`src/hdl/ecnq_pkg.sv`:
```
package ecnq_pkg;

	localparam int HANDLE_W = 16;
	localparam int CFG_W    = 9;
	localparam int CFG_IDX_W = 1;
	localparam int STATUS_W = 3;

	localparam logic [CFG_W-1:0] THR_RESET = 9'd20;
	localparam logic [CFG_W-1:0] MAX_RESET = 9'd200;

	typedef enum logic [CFG_IDX_W-1:0] {
		REG_MARK_THRESHOLD = 1'd0,
		REG_MAX_OCCUPANCY  = 1'd1
	} cfg_reg_t;

	typedef enum logic [STATUS_W-1:0] {
		ST_SEND   = 3'd0,
		ST_QUEUED = 3'd1,
		ST_DROP   = 3'd2,
		ST_DEQ    = 3'd3,
		ST_EMPTY  = 3'd4
	} status_t;

	typedef enum logic {
		FN_ENQ = 1'b0,
		FN_DEQ = 1'b1
	} func_t;

	// memory port strobes
	typedef struct packed {
		logic wr_en;
		logic rd_en;
	} mem_ctl_t;

	// per-request outcome from the controller
	typedef struct packed {
		status_t status;
		logic    ecn;
		logic    ovf;
	} dec_t;

endpackage

```
`src/hdl/ecnq_if.sv`:
```
interface ecnq_req_if;
	logic                          valid;
	logic                          ready;
	logic                          func;
	logic [ecnq_pkg::HANDLE_W-1:0] handle;
	logic                          is_mgmt;
	logic                          force_queue;

	modport source (output valid, func, handle, is_mgmt, force_queue, input ready);
	modport sink (input valid, func, handle, is_mgmt, force_queue, output ready);
endinterface

interface ecnq_rsp_if;
	logic                          valid;
	logic                          ready;
	logic [ecnq_pkg::STATUS_W-1:0] status;
	logic                          ecn_mark;
	logic [ecnq_pkg::HANDLE_W-1:0] out_handle;
	logic                          overflow;

	modport source (output valid, status, ecn_mark, out_handle, overflow, input ready);
	modport sink (input valid, status, ecn_mark, out_handle, overflow, output ready);
endinterface

interface ecnq_cfg_if;
	logic                           valid;
	logic                           ready;
	logic [ecnq_pkg::CFG_IDX_W-1:0] idx;
	logic [ecnq_pkg::CFG_W-1:0]     wdata;

	modport source (output valid, idx, wdata, input ready);
	modport sink (input valid, idx, wdata, output ready);
endinterface

```
`src/hdl/ecnq_store.sv`:
```
module ecnq_store #(
	parameter int DEPTH = 256,
	parameter int AW    = 8,
	parameter int DW    = 16
) (
	input  logic               clk,
	input  ecnq_pkg::mem_ctl_t ctl,
	input  logic [AW-1:0]      waddr,
	input  logic [DW-1:0]      wdata,
	input  logic [AW-1:0]      raddr,
	output logic [DW-1:0]      rdata
);

	logic [DW-1:0] mem [DEPTH];
	logic [DW-1:0] rdata_q;

	always_ff @(posedge clk) begin
		if (ctl.wr_en) begin
			mem[waddr] <= wdata;
		end
		if (ctl.rd_en) begin
			rdata_q <= mem[raddr];
		end
	end

	assign rdata = rdata_q;

endmodule

```
`src/hdl/ecnq_ctrl.sv`:
```
module ecnq_ctrl #(
	parameter int QUEUE_DEPTH = 256,
	parameter int AW          = 8,
	parameter int OW          = 9
) (
	input  logic                          clk,
	input  logic                          arst_n,
	input  logic                          fire,
	input  logic                          func,
	input  logic                          is_mgmt,
	input  logic                          force_queue,
	input  logic [ecnq_pkg::CFG_W-1:0]    thr,
	input  logic [ecnq_pkg::CFG_W-1:0]    max_occ,
	output ecnq_pkg::dec_t                dec,
	output ecnq_pkg::mem_ctl_t            mem_ctl,
	output logic [AW-1:0]                 waddr,
	output logic [AW-1:0]                 raddr
);

	localparam int CW = (OW > ecnq_pkg::CFG_W) ? OW : ecnq_pkg::CFG_W;
	localparam logic [AW-1:0] LAST_PTR = AW'(QUEUE_DEPTH - 1);
	localparam logic [OW-1:0] FULL_OCC = OW'(QUEUE_DEPTH);

	logic [AW-1:0] rptr_q, wptr_q;
	logic [OW-1:0] occ_q;
	logic [CW-1:0] occ_c, thr_c, max_c;
	logic          empty, full, mark, drop_thr, send, queued, deq_ok;

	assign occ_c = CW'(occ_q);
	assign thr_c = CW'(thr);
	assign max_c = CW'(max_occ);
	assign empty = (occ_q == '0);
	assign full  = (occ_q == FULL_OCC);

	// marking window takes priority; drop only outside it
	assign mark     = (occ_c >= thr_c) && (occ_c < max_c);
	assign drop_thr = !mark && (occ_c >= max_c) && !is_mgmt;
	assign send     = !drop_thr && !force_queue && empty;
	assign queued   = !drop_thr && !send && !full;
	assign deq_ok   = !empty;

	always_comb begin
		dec = '{status: ecnq_pkg::ST_EMPTY, ecn: 1'b0, ovf: 1'b0};
		if (func == ecnq_pkg::FN_DEQ) begin
			dec.status = deq_ok ? ecnq_pkg::ST_DEQ : ecnq_pkg::ST_EMPTY;
		end else begin
			priority if (drop_thr) begin
				dec.status = ecnq_pkg::ST_DROP;
			end else if (send) begin
				dec.status = ecnq_pkg::ST_SEND;
				dec.ecn    = mark;
			end else if (full) begin
				dec.status = ecnq_pkg::ST_DROP;
				dec.ovf    = 1'b1;
			end else begin
				dec.status = ecnq_pkg::ST_QUEUED;
				dec.ecn    = mark;
			end
		end
	end

	assign mem_ctl.wr_en = fire && (func == ecnq_pkg::FN_ENQ) && queued;
	assign mem_ctl.rd_en = fire && (func == ecnq_pkg::FN_DEQ) && deq_ok;
	assign waddr = wptr_q;
	assign raddr = rptr_q;

	always_ff @(posedge clk or negedge arst_n) begin
		if (!arst_n) begin
			rptr_q <= '0;
			wptr_q <= '0;
			occ_q  <= '0;
		end else begin
			if (mem_ctl.wr_en) begin
				wptr_q <= (wptr_q == LAST_PTR) ? '0 : wptr_q + AW'(1);
				occ_q  <= occ_q + OW'(1);
			end else if (mem_ctl.rd_en) begin
				rptr_q <= (rptr_q == LAST_PTR) ? '0 : rptr_q + AW'(1);
				occ_q  <= occ_q - OW'(1);
			end
		end
	end

endmodule

```
`src/hdl/ecn_marking_drop_queue_unit.sv`:
```
// Response: an accepted request's outcome is registered and is valid in the next cycle.
// Throughput: one request per cycle unless the response stalls; decision uses only occupancy
// and threshold registers; the handle memory read on dequeue lands in the same cycle's result.
// Reset (arst_n low): pointers and occupancy clear, thresholds return to 20 / 200,
// the output register empties; handle memory content is left as is.
module ecn_marking_drop_queue_unit #(
	parameter int QUEUE_DEPTH = 256,
	parameter int HANDLE_BITS = 16
) (
	input logic        clk,
	input logic        arst_n,
	ecnq_req_if.sink   req,
	ecnq_rsp_if.source rsp,
	ecnq_cfg_if.sink   cfg
);

	localparam int AW = (QUEUE_DEPTH > 1) ? $clog2(QUEUE_DEPTH) : 1;
	localparam int OW = $clog2(QUEUE_DEPTH + 1);
	// stored handle width; handles wider than the port are limited to the port
	localparam int SW = (HANDLE_BITS < ecnq_pkg::HANDLE_W) ? HANDLE_BITS : ecnq_pkg::HANDLE_W;

	logic [ecnq_pkg::CFG_W-1:0] thr_q, max_q;
	logic                       fire;
	ecnq_pkg::dec_t             dec;
	ecnq_pkg::mem_ctl_t         mem_ctl;
	logic [AW-1:0]              waddr, raddr;
	logic [SW-1:0]              rdata;
	logic [SW-1:0]              hdl_in;

	logic                          vld_s1;
	ecnq_pkg::status_t             status_s1;
	logic                          ecn_s1, ovf_s1;
	logic [ecnq_pkg::HANDLE_W-1:0] hdl_s1;

	assign cfg.ready = 1'b1;

	always_ff @(posedge clk or negedge arst_n) begin
		if (!arst_n) begin
			thr_q <= ecnq_pkg::THR_RESET;
			max_q <= ecnq_pkg::MAX_RESET;
		end else if (cfg.valid) begin
			unique case (cfg.idx)
				ecnq_pkg::REG_MARK_THRESHOLD: thr_q <= cfg.wdata;
				ecnq_pkg::REG_MAX_OCCUPANCY:  max_q <= cfg.wdata;
				default: ;
			endcase
		end
	end

	assign req.ready = !vld_s1 || rsp.ready;
	assign fire      = req.valid && req.ready;
	assign hdl_in    = req.handle[SW-1:0];

	ecnq_ctrl #(
		.QUEUE_DEPTH (QUEUE_DEPTH),
		.AW          (AW),
		.OW          (OW)
	) u_ctrl (
		.clk         (clk),
		.arst_n      (arst_n),
		.fire        (fire),
		.func        (req.func),
		.is_mgmt     (req.is_mgmt),
		.force_queue (req.force_queue),
		.thr         (thr_q),
		.max_occ     (max_q),
		.dec         (dec),
		.mem_ctl     (mem_ctl),
		.waddr       (waddr),
		.raddr       (raddr)
	);

	ecnq_store #(
		.DEPTH (QUEUE_DEPTH),
		.AW    (AW),
		.DW    (SW)
	) u_store (
		.clk   (clk),
		.ctl   (mem_ctl),
		.waddr (waddr),
		.wdata (hdl_in),
		.raddr (raddr),
		.rdata (rdata)
	);

	always_ff @(posedge clk or negedge arst_n) begin
		if (!arst_n) begin
			vld_s1 <= 1'b0;
		end else if (req.ready) begin
			vld_s1 <= req.valid;
		end
	end

	always_ff @(posedge clk) begin
		if (fire) begin
			status_s1 <= dec.status;
			ecn_s1    <= dec.ecn;
			ovf_s1    <= dec.ovf;
			hdl_s1    <= (dec.status == ecnq_pkg::ST_SEND) ?
				ecnq_pkg::HANDLE_W'(hdl_in) : '0;
		end
	end

	assign rsp.valid      = vld_s1;
	assign rsp.status     = status_s1;
	assign rsp.ecn_mark   = ecn_s1;
	assign rsp.overflow   = ovf_s1;
	assign rsp.out_handle = (status_s1 == ecnq_pkg::ST_DEQ) ?
		ecnq_pkg::HANDLE_W'(rdata) : hdl_s1;

endmodule

```
`src/flat_wrapper.sv`:
```
// flat-port wrapper written by rule: the top's interface ports become plain ports
module ecn_marking_drop_queue_unit_flat 
#(
	parameter int QUEUE_DEPTH = 256,
	parameter int HANDLE_BITS = 16
)
  (clk, arst_n, req_valid, req_func, req_handle, req_is_mgmt, req_force_queue, req_ready, rsp_valid, rsp_status, rsp_ecn_mark, rsp_out_handle, rsp_overflow, rsp_ready, cfg_valid, cfg_idx, cfg_wdata, cfg_ready);
  ecnq_req_if req_i ();
  ecnq_rsp_if rsp_i ();
  ecnq_cfg_if cfg_i ();
  input logic clk;
  input logic arst_n;
  input wire logic [$bits(req_i.valid)-1:0] req_valid;
  input wire logic [$bits(req_i.func)-1:0] req_func;
  input wire logic [$bits(req_i.handle)-1:0] req_handle;
  input wire logic [$bits(req_i.is_mgmt)-1:0] req_is_mgmt;
  input wire logic [$bits(req_i.force_queue)-1:0] req_force_queue;
  output wire logic [$bits(req_i.ready)-1:0] req_ready;
  output wire logic [$bits(rsp_i.valid)-1:0] rsp_valid;
  output wire logic [$bits(rsp_i.status)-1:0] rsp_status;
  output wire logic [$bits(rsp_i.ecn_mark)-1:0] rsp_ecn_mark;
  output wire logic [$bits(rsp_i.out_handle)-1:0] rsp_out_handle;
  output wire logic [$bits(rsp_i.overflow)-1:0] rsp_overflow;
  input wire logic [$bits(rsp_i.ready)-1:0] rsp_ready;
  input wire logic [$bits(cfg_i.valid)-1:0] cfg_valid;
  input wire logic [$bits(cfg_i.idx)-1:0] cfg_idx;
  input wire logic [$bits(cfg_i.wdata)-1:0] cfg_wdata;
  output wire logic [$bits(cfg_i.ready)-1:0] cfg_ready;
  assign req_i.valid = req_valid;
  assign req_i.func = req_func;
  assign req_i.handle = req_handle;
  assign req_i.is_mgmt = req_is_mgmt;
  assign req_i.force_queue = req_force_queue;
  assign req_ready = req_i.ready;
  assign rsp_valid = rsp_i.valid;
  assign rsp_status = rsp_i.status;
  assign rsp_ecn_mark = rsp_i.ecn_mark;
  assign rsp_out_handle = rsp_i.out_handle;
  assign rsp_overflow = rsp_i.overflow;
  assign rsp_i.ready = rsp_ready;
  assign cfg_i.valid = cfg_valid;
  assign cfg_i.idx = cfg_idx;
  assign cfg_i.wdata = cfg_wdata;
  assign cfg_ready = cfg_i.ready;
  ecn_marking_drop_queue_unit #(.QUEUE_DEPTH(QUEUE_DEPTH), .HANDLE_BITS(HANDLE_BITS)) u_core (.clk(clk), .arst_n(arst_n), .req(req_i), .rsp(rsp_i), .cfg(cfg_i));
endmodule
```
`config.mk`:
```
export PLATFORM = sky130hd
export DESIGN_NAME = ecn_marking_drop_queue_unit_flat
export DESIGN_NICKNAME = d
export VERILOG_FILES = /design/src/hdl/ecnq_pkg.sv /design/src/hdl/ecnq_if.sv /design/src/hdl/ecnq_store.sv /design/src/hdl/ecnq_ctrl.sv /design/src/hdl/ecn_marking_drop_queue_unit.sv /design/src/flat_wrapper.sv
export SDC_FILE = /design/constraint.sdc
export NUM_CORES = 2
export LEC_CHECK = 0
export BUFFER_PORTS_ARGS = -buffer_cell sky130_fd_sc_hd__buf_2
export CAP_MARGIN = 20
export CORE_MARGIN = 2
export CORE_UTILIZATION = 45
export DETAILED_ROUTE_END_ITERATION = 8
export PLACE_DENSITY = 0.72
export REMOVE_ABC_BUFFERS = 1
export SETUP_SLACK_MARGIN = 0.5
export SLEW_MARGIN = 20
export SYNTH_ARGS = -nofsm -noshare
export SYNTH_HDL_FRONTEND = slang
export SYNTH_SLANG_ARGS = --single-unit
```
`constraint.sdc`:
```
create_clock -name clk -period 4 [get_ports clk]
set_input_delay 0.2 -clock clk [delete_from_list [all_inputs] [get_ports clk]]
set_output_delay 0.2 -clock clk [all_outputs]
set_load 0.02 [all_outputs]
```
==> summary.txt <==
Status - complete, no violations
Setup_tns - 0 ns
Top Ports - 58
Yosys reg bits - 4177
Largest net degree at the start of global routing - 123
Nets - 8406
Iteration count of the initial detailed-routing pass - 8
Fin crit period - 3.64 ns
Tcrit/Tclk final - 91.1%
Critical path arrival - 4.27 ns
Synth unique cells - 77
Synthesized instance count - 7419
Setup violators final - 0
Vias in the first global route - 83100
First-pass GRT wire length - 632 mm
Xor/xnor share of the synthesized area - 0.0653%
Post-synthesis sequential area ratio - 77.8%
Gp weighted congestion - 0.935
EDFF count, synth - 4133
Via-per-instance ratio - 6.39
Worst Hold Class - primary input to flop
Asr flop ratio synth - 1.05%
Fmax achieved - 0.274 GHz
Post-synthesis compound-gate area fraction - 3.50%
ANT nets after route - 0
Fraction of layout cells with a size suffix above 1 - 31.1%
Hold Vio Cnt, Final - 0
Die Y - 602 um
Synth top area share - 77.1%
Cell Count, Final, Fillers Out - 13400
DP Cell Count - 12500
P&R area growth vs syn - 17.2%
Least-Margin Pin Slew - 1.20 ns
Detail Placement HPWL - 278 mm
RSZ-0062 raised after global routing - true
CP Capture Type - flop
Clk_lat worst skew - 0.96 ns
Pwr dens - 689 nW/um^2
Largest family of logic cells by synthesized area - multiplexers
# DRC - 0
Worst vdd ir - 0.491 mV
Leakage Power - 60.1 nW
Core area - 356000 um^2
Sw frac - 32.2%
Fin worst setup slack - 0.356 ns
Total grt overflow - 0
Relative slew slack - 20.0%
Gate power share - 32.5%
R2R setup slack - 0.36 ns
Sequential Power Share - 37.8%
Max Cap Viol - 0
Initial Utilization - 45.2%
Top cells by area, synth - edfxtp_1 77%, mux4_2 13%, mux2i_1 1.6%, a22oi_1 1.0%, nor2_1 0.76%
Slew Viols, Final - 0
Worst endpoint required time - 4.63 ns
P_sw - 0.0419 W
Worst Path Max Fanout - 14
Clock sink total - 4177
Post-synthesis mux area share - 15.0%
Top_reg_cell synth - edfxtp_1
Clock Tree Buf Depth - 4
Die area - 363000 um^2
Gr usage total - 24.5%
Adder-Cell Fraction of Synth Area - 0.246%
Root Buffer - clkbuf_16
CTS buffer count - 398
CTS tree - done
Fin util - 53.0%
Pre-CTS WS - -0.419 ns
Drt wl/cell - 34.1 um
Initial antenna violation count - 20
Critical path type - flop to flop
Avg Cell Area, Syn - 21.7 um^2
Clock network fraction of total power - 29.7%
Num rows - 219
H-tree depth - 5
IO buf count - 56
Cell Area, Synth - 161000 um^2
Crit path launch type - flop
Warnings, synthesis - 0
Clock transition at path regs - 0.06 ns
Cell internal pwr - 0.0881 W
Clock Skews - 0.0648 ns
Synth Area in Simple Gates - 1.94%
Yosys top cell by area - edfxtp_1
Vias - 85800
Drt first-iter violations - 13900
Final wirelength - 457 mm
Die width - 602 um
## through the flow
step | hold slack, ns | instance area [um^2] | power (W)
2_1_floorplan | -0.0956 | 159000 | 0.0621
3_3_place_gp | 0.349 | 172000 | 0.0878
4_1_cts | 0.00216 | 187000 | 0.128
5_1_grt | 0.0318 | 189000 | 0.133
3_5_place_dp | 0.360 | 172000 | 0.0881
6_report | 0.0236 | 189000 | 0.130
## routing by layer
metal / share of wire [%] / vias up / track usage [%]
li1: - / 33200 / -
met1: 35 / 44800 / 32.9
met2: 46 / 6666 / 37.7
met3: 13 / 1101 / 6.15
met4: 5.2 / 14 / 11.4
met5: 0.024 / - / 0.106
## final timing paths
path,from,endpoint,cells past startpoint
min reg2reg,u_core.max_q[2]$_DFFE_PN0P_,u_core.max_q[2]$_DFFE_PN0P_,1
max in group asynchronous,arst_n,u_core.u_ctrl.raddr[2]$_DFFE_PN0P_,4
max,u_core.u_ctrl.occ_c[7]$_DFFE_PN0P_,u_core.u_store.mem[173][1]$_DFFE_PP_,13
max reg2reg,u_core.u_ctrl.occ_c[7]$_DFFE_PN0P_,u_core.u_store.mem[173][1]$_DFFE_PP_,13
min in group asynchronous,arst_n,u_core.u_ctrl.occ_c[0]$_DFFE_PN0P_,4
min,req_handle[4],u_core.u_store.mem[44][4]$_DFFE_PP_,1
## cells in the final DEF, fill, tap and decap left out, drive strengths merged, types with 22 or more instances in the layout
cell,synthesis,final
nor2,328,328
nand2,188,188
clkbuf,182,479
buf,248,878
mux2i,261,261
o21ai,79,79
nor3,25,25
a221oi,85,85
inv,30,47
bufinv,0,57
a21oi,132,132
dlygate4sd3,0,41
mux2,38,38
o221ai,31,31
mux4,935,935
edfxtp,4133,4133
nand3,55,55
clkinvlp,0,22
o22ai,41,41
a22oi,216,216
ha,30,30
a22o,55,55
a211oi,39,39
and2,26,26
dfrtp,39,39
clkinv,1,175
## synthesized netlist by cell type (all sizes together) (25+ instances only)
cell	number
mux2i	261
o221ai	31
buf	248
mux4	935
o22ai	41
nor3	25
nand3	55
o21ai	79
nand2	188
inv	30
a22o	55
a221oi	85
mux2	38
a21oi	132
clkbuf	182
and2	26
nor2	328
edfxtp	4133
a211oi	39
ha	30
a22oi	216
dfrtp	39
## state kept, by name, indices dropped and copies added, names as in the netlist, 3 cells and up
register,flops
u_core.u_ctrl.occ_c,9
u_core.u_ctrl.waddr,8
u_core.u_store.mem,4096
u_core.max_q,9
u_core.hdl_s1,16
u_core.u_ctrl.raddr,8
u_core.thr_q,9
u_core.rsp.status,3
u_core.u_store.rdata,16
## power by group through the flow
stage	Combinational [W]	Clock, W	Sequential [W]
after floorplan	0.0118	0	0.0503
after global placement	0.0377	0	0.0500
after detailed placement	0.0380	0	0.0501
after CTS	0.0402	0.0388	0.0490
after global routing	0.0431	0.0404	0.0490
final	0.0423	0.0386	0.0491
## critical path, stage by stage, from the launching register on
cell      delay, ns
dfrtp_2        0.45
ha_1           0.31
and4_4         0.25
a221o_1        0.18
a311oi_2       0.06
buf_4          0.15
nor4_4         0.35
buf_4          0.20
buf_2          0.25
buf_4          0.17
nand3_2        0.08
buf_4          0.26
nor2_1         0.37
buf_12         0.22
## layout make-up
| cell class | count | area (um^2) |
|---|---|---|
| flip-flops and latches | 4177 | 125000 |
| clock buffers | 452 | 10300 |
| well taps | 4751 | 5940 |
| inverters | 31 | 121 |
| repair buffers | 952 | 9590 |
| clock inverters | 270 | 2980 |
| diodes | 15 | 37.5 |
| multi-input cells | 2781 | 34400 |
| fillers | 26100 | 167000 |
## kinds of logic after synthesis
logic type      count (synthesis)
buf+inv                       461
fa+ha+maj                      31
compound gates                790
flops                        4177
simple gates                  713
mux                          1234
xor+xnor                       12
other cells                     1
## timing repair
item / 4_1_cts / 5_1_grt
cloned: 6 / 15
setup endpoints to repair: 3055 / 2125
pin swaps: 23 / 20
hold endpoints to repair: 198 / 56
hold buffers: 39 / 2
gates resized for setup: 142 / 213
buffers inserted: 42 / 51
No activity file was read; power rests on OpenSTA's default activity.
